## config.mk

```make
export PLATFORM = sky130hd
export DESIGN_NAME = serial_drive_command_decoder
export DESIGN_NICKNAME = d
export VERILOG_FILES = /design/src/rtl/sdcd_pkg.sv /design/src/rtl/sdcd_core.sv /design/src/rtl/serial_drive_command_decoder.sv
export SDC_FILE = /design/constraint.sdc
export NUM_CORES = 1
export LEC_CHECK = 0
export ABC_AREA = 1
export BUFFER_PORTS_ARGS = -buffer_cell sky130_fd_sc_hd__buf_2
export CORE_ASPECT_RATIO = 0.6
export CORE_MARGIN = 4
export CORE_UTILIZATION = 60
export CTS_BUF_LIST = sky130_fd_sc_hd__clkbuf_2 sky130_fd_sc_hd__clkbuf_4 sky130_fd_sc_hd__clkbuf_8
export DETAILED_ROUTE_END_ITERATION = 10
export PLACE_DENSITY_LB_ADDON = 0.3
export SYNTH_ARGS = -nofsm -noshare
export SYNTH_HDL_FRONTEND = slang
export SYNTH_SLANG_ARGS = --single-unit
```

## constraint.sdc

```tcl
create_clock -name clk -period 9.29 [get_ports clk]
set_input_delay 0.4645 -clock clk [delete_from_list [all_inputs] [get_ports clk]]
set_output_delay 0.4645 -clock clk [all_outputs]
set_load 0.05 [all_outputs]
```

## src/rtl/sdcd_pkg.sv

```systemverilog
// Shared constants and types for the serial drive command decoder.
package sdcd_pkg;

  localparam logic [7:0] CMD_FWD   = 8'h46;
  localparam logic [7:0] CMD_BACK  = 8'h66;
  localparam logic [7:0] CMD_RIGHT = 8'h52;
  localparam logic [7:0] CMD_LEFT  = 8'h4C;
  localparam logic [7:0] CMD_SPINL = 8'h41;
  localparam logic [7:0] CMD_SPINR = 8'h44;
  localparam logic [7:0] CMD_STOP  = 8'h53;

  localparam logic [3:0] DIR_STOP  = 4'h0;
  localparam logic [3:0] DIR_FWD   = 4'h6;
  localparam logic [3:0] DIR_BACK  = 4'h9;
  localparam logic [3:0] DIR_SPINL = 4'h5;
  localparam logic [3:0] DIR_SPINR = 4'hA;

  localparam logic [7:0] DIGIT_ZERO = 8'h30;
  localparam logic [7:0] DIGIT_NINE = 8'h39;
  localparam logic [7:0] TURN_BASE  = 8'd250;
  localparam logic [7:0] FULL_DUTY  = 8'd255;
  localparam logic [9:0] TURN_MAX   = 10'd999;

  localparam int unsigned IN_DATA_W  = 8;
  localparam int unsigned OUT_DATA_W = 40;

  typedef struct packed {
    logic [9:0] turn_amount;
    logic [7:0] right_duty;
    logic [7:0] left_duty;
    logic [3:0] direction;
    logic [7:0] echo_byte;
  } sdcd_result_t;

endpackage

```

## src/rtl/sdcd_core.sv

```systemverilog
// Digit assembly and drive command state for the serial drive command decoder.
module sdcd_core (
  input  logic                  clk,
  input  logic                  rst,
  input  logic                  en,
  input  logic [7:0]            rx_byte,
  output sdcd_pkg::sdcd_result_t result
);
  import sdcd_pkg::*;

  logic [1:0] digit_position;
  logic [3:0] hundreds_digit;
  logic [3:0] tens_digit;
  logic [3:0] ones_digit;
  logic [9:0] assembled_value;
  logic [3:0] drive_nibble;
  logic [7:0] left_compare;
  logic [7:0] right_compare;

  logic       is_digit;
  logic [3:0] hundreds_digit_next;
  logic [3:0] tens_digit_next;
  logic [3:0] ones_digit_next;
  logic [9:0] assembled_value_next;
  logic [3:0] drive_nibble_next;
  logic [7:0] left_compare_next;
  logic [7:0] right_compare_next;
  logic [7:0] reduced;

  always_comb begin
    is_digit = (rx_byte >= DIGIT_ZERO) && (rx_byte <= DIGIT_NINE);
    hundreds_digit_next  = hundreds_digit;
    tens_digit_next      = tens_digit;
    ones_digit_next      = ones_digit;
    assembled_value_next = assembled_value;
    case (digit_position)
      2'd0: if (is_digit) hundreds_digit_next = rx_byte[3:0];
      2'd1: if (is_digit) tens_digit_next = rx_byte[3:0];
      2'd2: if (is_digit) ones_digit_next = rx_byte[3:0];
      default: begin
        assembled_value_next = 10'({6'd0, hundreds_digit} * 10'd100)
                             + 10'({6'd0, tens_digit} * 10'd10)
                             + {6'd0, ones_digit};
      end
    endcase

    reduced = TURN_BASE - assembled_value_next[7:0];

    drive_nibble_next  = drive_nibble;
    left_compare_next  = left_compare;
    right_compare_next = right_compare;
    case (rx_byte)
      CMD_FWD: begin
        drive_nibble_next  = DIR_FWD;
        left_compare_next  = FULL_DUTY;
        right_compare_next = FULL_DUTY;
      end
      CMD_BACK: begin
        drive_nibble_next  = DIR_BACK;
        left_compare_next  = FULL_DUTY;
        right_compare_next = FULL_DUTY;
      end
      CMD_RIGHT: begin
        drive_nibble_next  = DIR_FWD;
        left_compare_next  = TURN_BASE;
        right_compare_next = reduced;
      end
      CMD_LEFT: begin
        drive_nibble_next  = DIR_FWD;
        left_compare_next  = reduced;
        right_compare_next = TURN_BASE;
      end
      CMD_SPINL: begin
        drive_nibble_next  = DIR_SPINL;
        left_compare_next  = FULL_DUTY;
        right_compare_next = FULL_DUTY;
      end
      CMD_SPINR: begin
        drive_nibble_next  = DIR_SPINR;
        left_compare_next  = FULL_DUTY;
        right_compare_next = FULL_DUTY;
      end
      CMD_STOP: drive_nibble_next = DIR_STOP;
      default: ;
    endcase

    result.echo_byte   = rx_byte;
    result.direction   = drive_nibble_next;
    result.left_duty   = left_compare_next;
    result.right_duty  = right_compare_next;
    result.turn_amount = assembled_value_next;
  end

  always_ff @(posedge clk) begin
    if (rst) begin
      digit_position  <= 2'd0;
      hundreds_digit  <= 4'd0;
      tens_digit      <= 4'd0;
      ones_digit      <= 4'd0;
      assembled_value <= 10'd0;
      drive_nibble    <= DIR_STOP;
      left_compare    <= FULL_DUTY;
      right_compare   <= FULL_DUTY;
    end else if (en) begin
      digit_position  <= digit_position + 2'd1;
      hundreds_digit  <= hundreds_digit_next;
      tens_digit      <= tens_digit_next;
      ones_digit      <= ones_digit_next;
      assembled_value <= assembled_value_next;
      drive_nibble    <= drive_nibble_next;
      left_compare    <= left_compare_next;
      right_compare   <= right_compare_next;
    end
  end

endmodule

```

## src/rtl/serial_drive_command_decoder.sv

```systemverilog
// Top level of the serial drive command decoder: input stage, decode, result stage.
//
// Each received byte on the slave stream yields exactly one result transfer on the
// master stream, in order: the byte echoed back together with the direction nibble,
// both PWM duties and the last assembled three digit turn value, all as they stand
// after that byte. Each byte passes through one input register and then one result
// register, and a stall on m_tready can hold it in either; a new byte is taken every
// cycle while the master side keeps accepting, so throughput is one byte per cycle.
// Backpressure from m_tready holds both stages in place and stops the input side only
// when both are full.
module serial_drive_command_decoder (
  input  logic                               clk,
  input  logic                               rst,
  input  logic                               s_tvalid,
  output logic                               s_tready,
  input  logic [sdcd_pkg::IN_DATA_W-1:0]     s_tdata,  // [7:0] rx_byte
  output logic                               m_tvalid,
  input  logic                               m_tready,
  output logic [sdcd_pkg::OUT_DATA_W-1:0]    m_tdata   // [7:0] echo_byte, [11:8] direction,
                                                       // [19:12] left_duty, [27:20] right_duty,
                                                       // [37:28] turn_amount, [39:38] zero
);
  import sdcd_pkg::*;

  logic         in_valid;
  logic [7:0]   in_byte;
  logic         advance;
  sdcd_result_t result;
  sdcd_result_t out_result;

  assign advance  = !m_tvalid || m_tready;
  assign s_tready = !in_valid || advance;

  always_ff @(posedge clk) begin
    if (rst) begin
      in_valid <= 1'b0;
    end else if (s_tready) begin
      in_valid <= s_tvalid;
    end
    if (s_tready && s_tvalid) begin
      in_byte <= s_tdata;
    end
  end

  sdcd_core u_core (
    .clk     (clk),
    .rst     (rst),
    .en      (in_valid && advance),
    .rx_byte (in_byte),
    .result  (result)
  );

  always_ff @(posedge clk) begin
    if (rst) begin
      m_tvalid <= 1'b0;
    end else if (advance) begin
      m_tvalid <= in_valid;
    end
    if (advance && in_valid) begin
      out_result <= result;
    end
  end

  assign m_tdata = {2'b00, out_result.turn_amount, out_result.right_duty,
                    out_result.left_duty, out_result.direction, out_result.echo_byte};

`ifndef SYNTHESIS
  a_rise_from_input: assert property (@(posedge clk) disable iff (rst)
    $rose(m_tvalid) |-> $past(in_valid))
    else $error("result appeared without a byte in the input stage");

  a_stall_holds_input: assert property (@(posedge clk) disable iff (rst)
    (m_tvalid && !m_tready && in_valid) |=> (in_valid && $stable(in_byte)))
    else $error("input stage changed while the result stage was stalled");

  a_turn_range: assert property (@(posedge clk) disable iff (rst)
    m_tvalid |-> (out_result.turn_amount <= TURN_MAX))
    else $error("turn value out of range");

  a_direction_code: assert property (@(posedge clk) disable iff (rst)
    m_tvalid |-> (out_result.direction == DIR_STOP || out_result.direction == DIR_FWD ||
                  out_result.direction == DIR_BACK || out_result.direction == DIR_SPINL ||
                  out_result.direction == DIR_SPINR))
    else $error("illegal direction nibble");
`endif

endmodule

```

# Word-level counts from Yosys, hierarchy flattened
# Index checks and enable logic that the tools add are counted.
[word_totals]
register_bits = 92
output_inout_bits = 42
in_bits = 12
[classes]
mux = 4
eq_ne = 9
n_reduce_logical = 14
n_mul = 2
addsub = 4
n_lt_le_gt_ge = 2
[ops]
columns = ["cell", "n"]
rows = [
  ["$eq 8x7->1 const B", 7],
  ["$pmux 8 s3", 2],
  ["$pmux 4 s5", 1],
  ["$add 10x4->10", 1],
  ["$add 10x8->10", 1],
  ["$mux 10", 1],
  ["$reduce_and 3->1", 3],
  ["$ge 8x6->1 const B", 1],
  ["$le 8x6->1 const B", 1],
  ["$mul 4x5->8 const B", 1],
  ["$sub 8x8->8 const A", 1],
  ["$mul 4x3->7 const B", 1],
  ["$reduce_or 3->1", 2],
  ["$reduce_or 4->1", 1],
  ["$logic_and 1x1->1", 3],
  ["$add 2x1->2 const B", 1],
  ["$eq 2x1->1 const B", 1],
  ["$eq 2x2->1 const B", 1],
  ["$logic_not 1->1", 2],
  ["$logic_not 2->1", 1],
  ["$logic_or 1x1->1", 2],
]

# Logic depth before layout (Yosys ltp)
[logic_depth]
ltp_word = 6
ltp_mapped = 19
ltp_nobuf = 19

# Cells and area by module
# From an unflattened synthesis, not the netlist that was laid out.
[unflattened]
cells_unflattened = 531
hier_area_um2 = 4793.3
[modules_own_cells]
columns = ["module", "n_inst", "area_each_um2", "cells_each"]
rows = [
  ["sdcd_core", 1, 3301.9, 470],
  ["serial_drive_command_decoder", 1, 1491.4, 61],
]

# Worst setup path before layout
# Ideal clock, no wire load.
[synth_timing]
kind = "flip-flop to flip-flop"
startpoint = "register u_core.tens_digit[3]"
endpoint = "register out_result (netlist bit m_tdata[19]), data pin"
period_less_slack_ps = 2972
slack_ps = 6318
arrival_time_ps = 2723
required_time_ps = 9041
path_stages_with_launch = 17
path_cell_list = "dfxtp_1 ha_1 ha_1 fa_1 xor2_1 ha_1 ha_1 a21oi_1 nand2_1 nand2_1 nand3_1 nand2_1 nand2_1 nand2_1 nand2_1 nand2_1 inv_1"
[synth_lines]
columns = ["element", "line_no", "rtl"]
rows = [
  ["start, declared", "sdcd_core.sv:13", "logic [3:0] tens_digit;"],
  ["start signal, assigned", "sdcd_core.sv:107", "tens_digit <= tens_digit_next;"],
  ["end signal, assigned", "serial_drive_command_decoder.sv:60", "out_result <= result;"],
  ["end, declared", "serial_drive_command_decoder.sv:29", "sdcd_result_t out_result;"],
]

==> flow_summary.toml <==
[synthesis]
ys_seq_elements = 92
synth_xor_area_frac = 0.0133
ys_warn_count = 0
synthesis.area_sq_mm = 0.00461
ys_seq_area_frac = 0.499
yosysUniqueCellTypes = 36
postSynthAreaPerCell_sq_um = 8.87
synth-compound-area-share = 0.117
synth_fa_ha_area_frac = 0.0977
synthSimpleGateAreaFrac = 0.193
synth_top_family_by_area = "simple AND/OR/NAND/NOR gates"
synthCells = 520
muxShareOfSynthArea = 0

[die]
die_h_um = 75.9
fp.dieArea_sq_mm = 0.00920
io_pins = 54
start_util = 0.627
core_area_sq_mm = 0.00736
die_x_um = 121
row_count = 24

[setup_path]
cp-startpoint = "u_core.tens_digit[3]"
r2r_start = "u_core.tens_digit[3]"
r2r_slack_ns = 5.99
cp.required_ns = 9.42
crit_fanout = 5
endpoint_kind = "register"
worst-r2r-cell-count = 16
start_kind = "register"
worstSetupEndpoint = "m_tdata[19]"
path_class = "register to register"
critPathArrivalTime_ns = 3.43
r2r_end = "m_tdata[19]"

[timing]
whs_ns = 0.269
post-route-period-util = 0.355
fin_crit_ns = 3.30
rsz0062_at_grt = "false"
hold_viol_final = 0
tns_ns = 0
tightest_slew_ns = 0.803
finalSetupViolCount = 0
fmax_ghz = 0.303
skew_ns = 0.0135
slew_viol_final = 0
maxSlewHeadroom = 0.465

[clock_network]
clock-sinks = 92
cts-buffers-inserted = 9
cts.htree.levels = 3
cts-root-buf = "clkbuf_8"
postCtsSetupBuffers = 0
cts_tree = "built"
cts_buffer_depth = 2
hold_buffers = 0
clock_latency_ns = 0.37
clk_pin_slew_ns = 0.08
cts_resized = 0

[global_route]
grt_usage = 0.215
antenna_found_initial = 0
grt_max_degree = 58
grt_pass1_wl_um = 15900
grt_pass1_vias = 3432
gr-total-overflow = 0

[routing]
vias_per_cell = 5.29
wl_per_cell_um = 13.7
routed_wirelength_um = 9300
drc = 0
drt.antenna.violating_nets = 0
num_vias = 3580
dr.pass1.iters = 5
drtIter0Drc = 280

[finish]
layout-drive-gt1-share = 0.169
fin_util = 0.696
fin_area_sq_mm = 0.00512
diodes = 0
fin_nets = 613
layout_common_cells = "114 x nand2_1, 68 x inv_1, 51 x buf_2, 46 x edfxtp_1, 46 x dfxtp_1"
final.fill_count = 561
mostFrequentLayoutCell = "nand2_1"
area_growth_pct = 11.1

[worst_hold_path]
worstHoldPathType = "input pin to register"

[power]
ir_drop_mv = 0.108
leakage_nw = 2.36
powerDensity_mw_per_mm2 = 163

[place]
gp_congestion = 0.866
port_buffers = 51
place_area_sq_mm = 0.00493
dp.final_hpwl_um = 6680

[job]
drv_cap = 0

[run_status]
status = "finished clean"
## report_power, final
part	leakage [nW]	switching (mW)	internal [mW]
Sequential	0.798	0.0102	0.449
Clock	0.100	0.137	0.133
Combinational	1.47	0.0776	0.0260
Total	2.36	0.225	0.608
## cell type report
cell class                      instances  area, sq um  area share
Tap cell                              104          130      0.0254
Inverter                               73          274      0.0535
Multi-Input combinational cell        339         1950       0.381
Clock inverter                          5         51.3      0.0100
Sequential cell                        92         2300       0.449
Timing Repair Buffer                   53          270      0.0528
Clock buffer                           11          145      0.0283
## state kept, by name (all words and copies together) (netlist names), 2 cells and up
register	cells
m_tdata	38
u_core.assembled_value	10
in_byte	8
u_core.left_compare	8
u_core.right_compare	8
u_core.drive_nibble	4
u_core.hundreds_digit	4
u_core.ones_digit	4
u_core.tens_digit	4
u_core.digit_position	2
## metrics by stage
step / total power [mW] / setup WS [ns] / std cells
after detailed placement: 0.571 / 6.05 / 661
after floorplan: 0.548 / 6.32 / 521
final: 0.833 / 5.99 / 677
after CTS: 0.835 / 6.03 / 677
after global placement: 0.567 / 6.16 / 661
after global routing: 0.869 / 5.79 / 677
## worst min-delay path by stage
| stage | slack [ns] | cells after the start | start | to |
|---|---|---|---|---|
| 2_1_floorplan | 0.43 | 2 | u_core.left_compare[7] | u_core.left_compare[7] |
| 3_3_place_gp | 0.44 | 2 | u_core.left_compare[7] | u_core.left_compare[7] |
| 3_5_place_dp | 0.45 | 2 | u_core.left_compare[7] | u_core.left_compare[7] |
| 4_1_cts | 0.26 | 1 | s_tdata[5] | in_byte[5] |
| 5_1_grt | 0.25 | 1 | s_tdata[3] | in_byte[3] |
| 6_report | 0.27 | 1 | s_tdata[5] | in_byte[5] |
## worst max-delay path, stage by stage, from the launching register on
cell	delay, ns
dfxtp_1	0.42
ha_1	0.26
ha_1	0.23
fa_1	0.39
xor2_1	0.16
ha_1	0.30
ha_1	0.34
a21oi_1	0.26
nand2_1	0.08
nand2_1	0.08
nand3_1	0.07
nand2_1	0.15
nand2_1	0.09
nand2_1	0.07
nand2_1	0.06
nand2_1	0.06
inv_1	0.04
## cells by family after synthesis
| logic type | Yosys count |
|---|---|
| compound gates | 89 |
| xor+xnor | 7 |
| fa+ha+maj | 33 |
| buf+inv | 90 |
| flops | 92 |
| other cells | 1 |
| simple gates | 208 |
## cells in the mapped netlist (all sizes together)
master,n,area share
nor2,39,0.034
or2,7,0.0095
nor4,1,0.0014
nand2,120,0.10
nand4,2,0.0027
a31oi,2,0.0027
ha,28,0.076
a211oi,11,0.018
dfxtp,46,0.20
buf,6,0.010
o211ai,1,0.0016
xnor2,2,0.0038
edfxtp,46,0.30
clkbuf,11,0.0090
nor3,4,0.0054
o21a,3,0.0065
a21oi,44,0.049
xor2,5,0.0095
nand3,35,0.039
conb,1,0.00081
o21ai,28,0.039
fa,5,0.022
inv,73,0.059
## metal layers
metal / global-route usage / up-vias / routed length [um] / part of all wire
met5: 0 / - / 0 / 0
met4: 0.0358 / 0 / 57 / 0.0061
met3: 0.0714 / 8 / 607 / 0.065
met2: 0.330 / 105 / 4140 / 0.45
met1: 0.304 / 1671 / 4490 / 0.48
li1: - / 1796 / - / -
(Power assumes the default switching activity.)
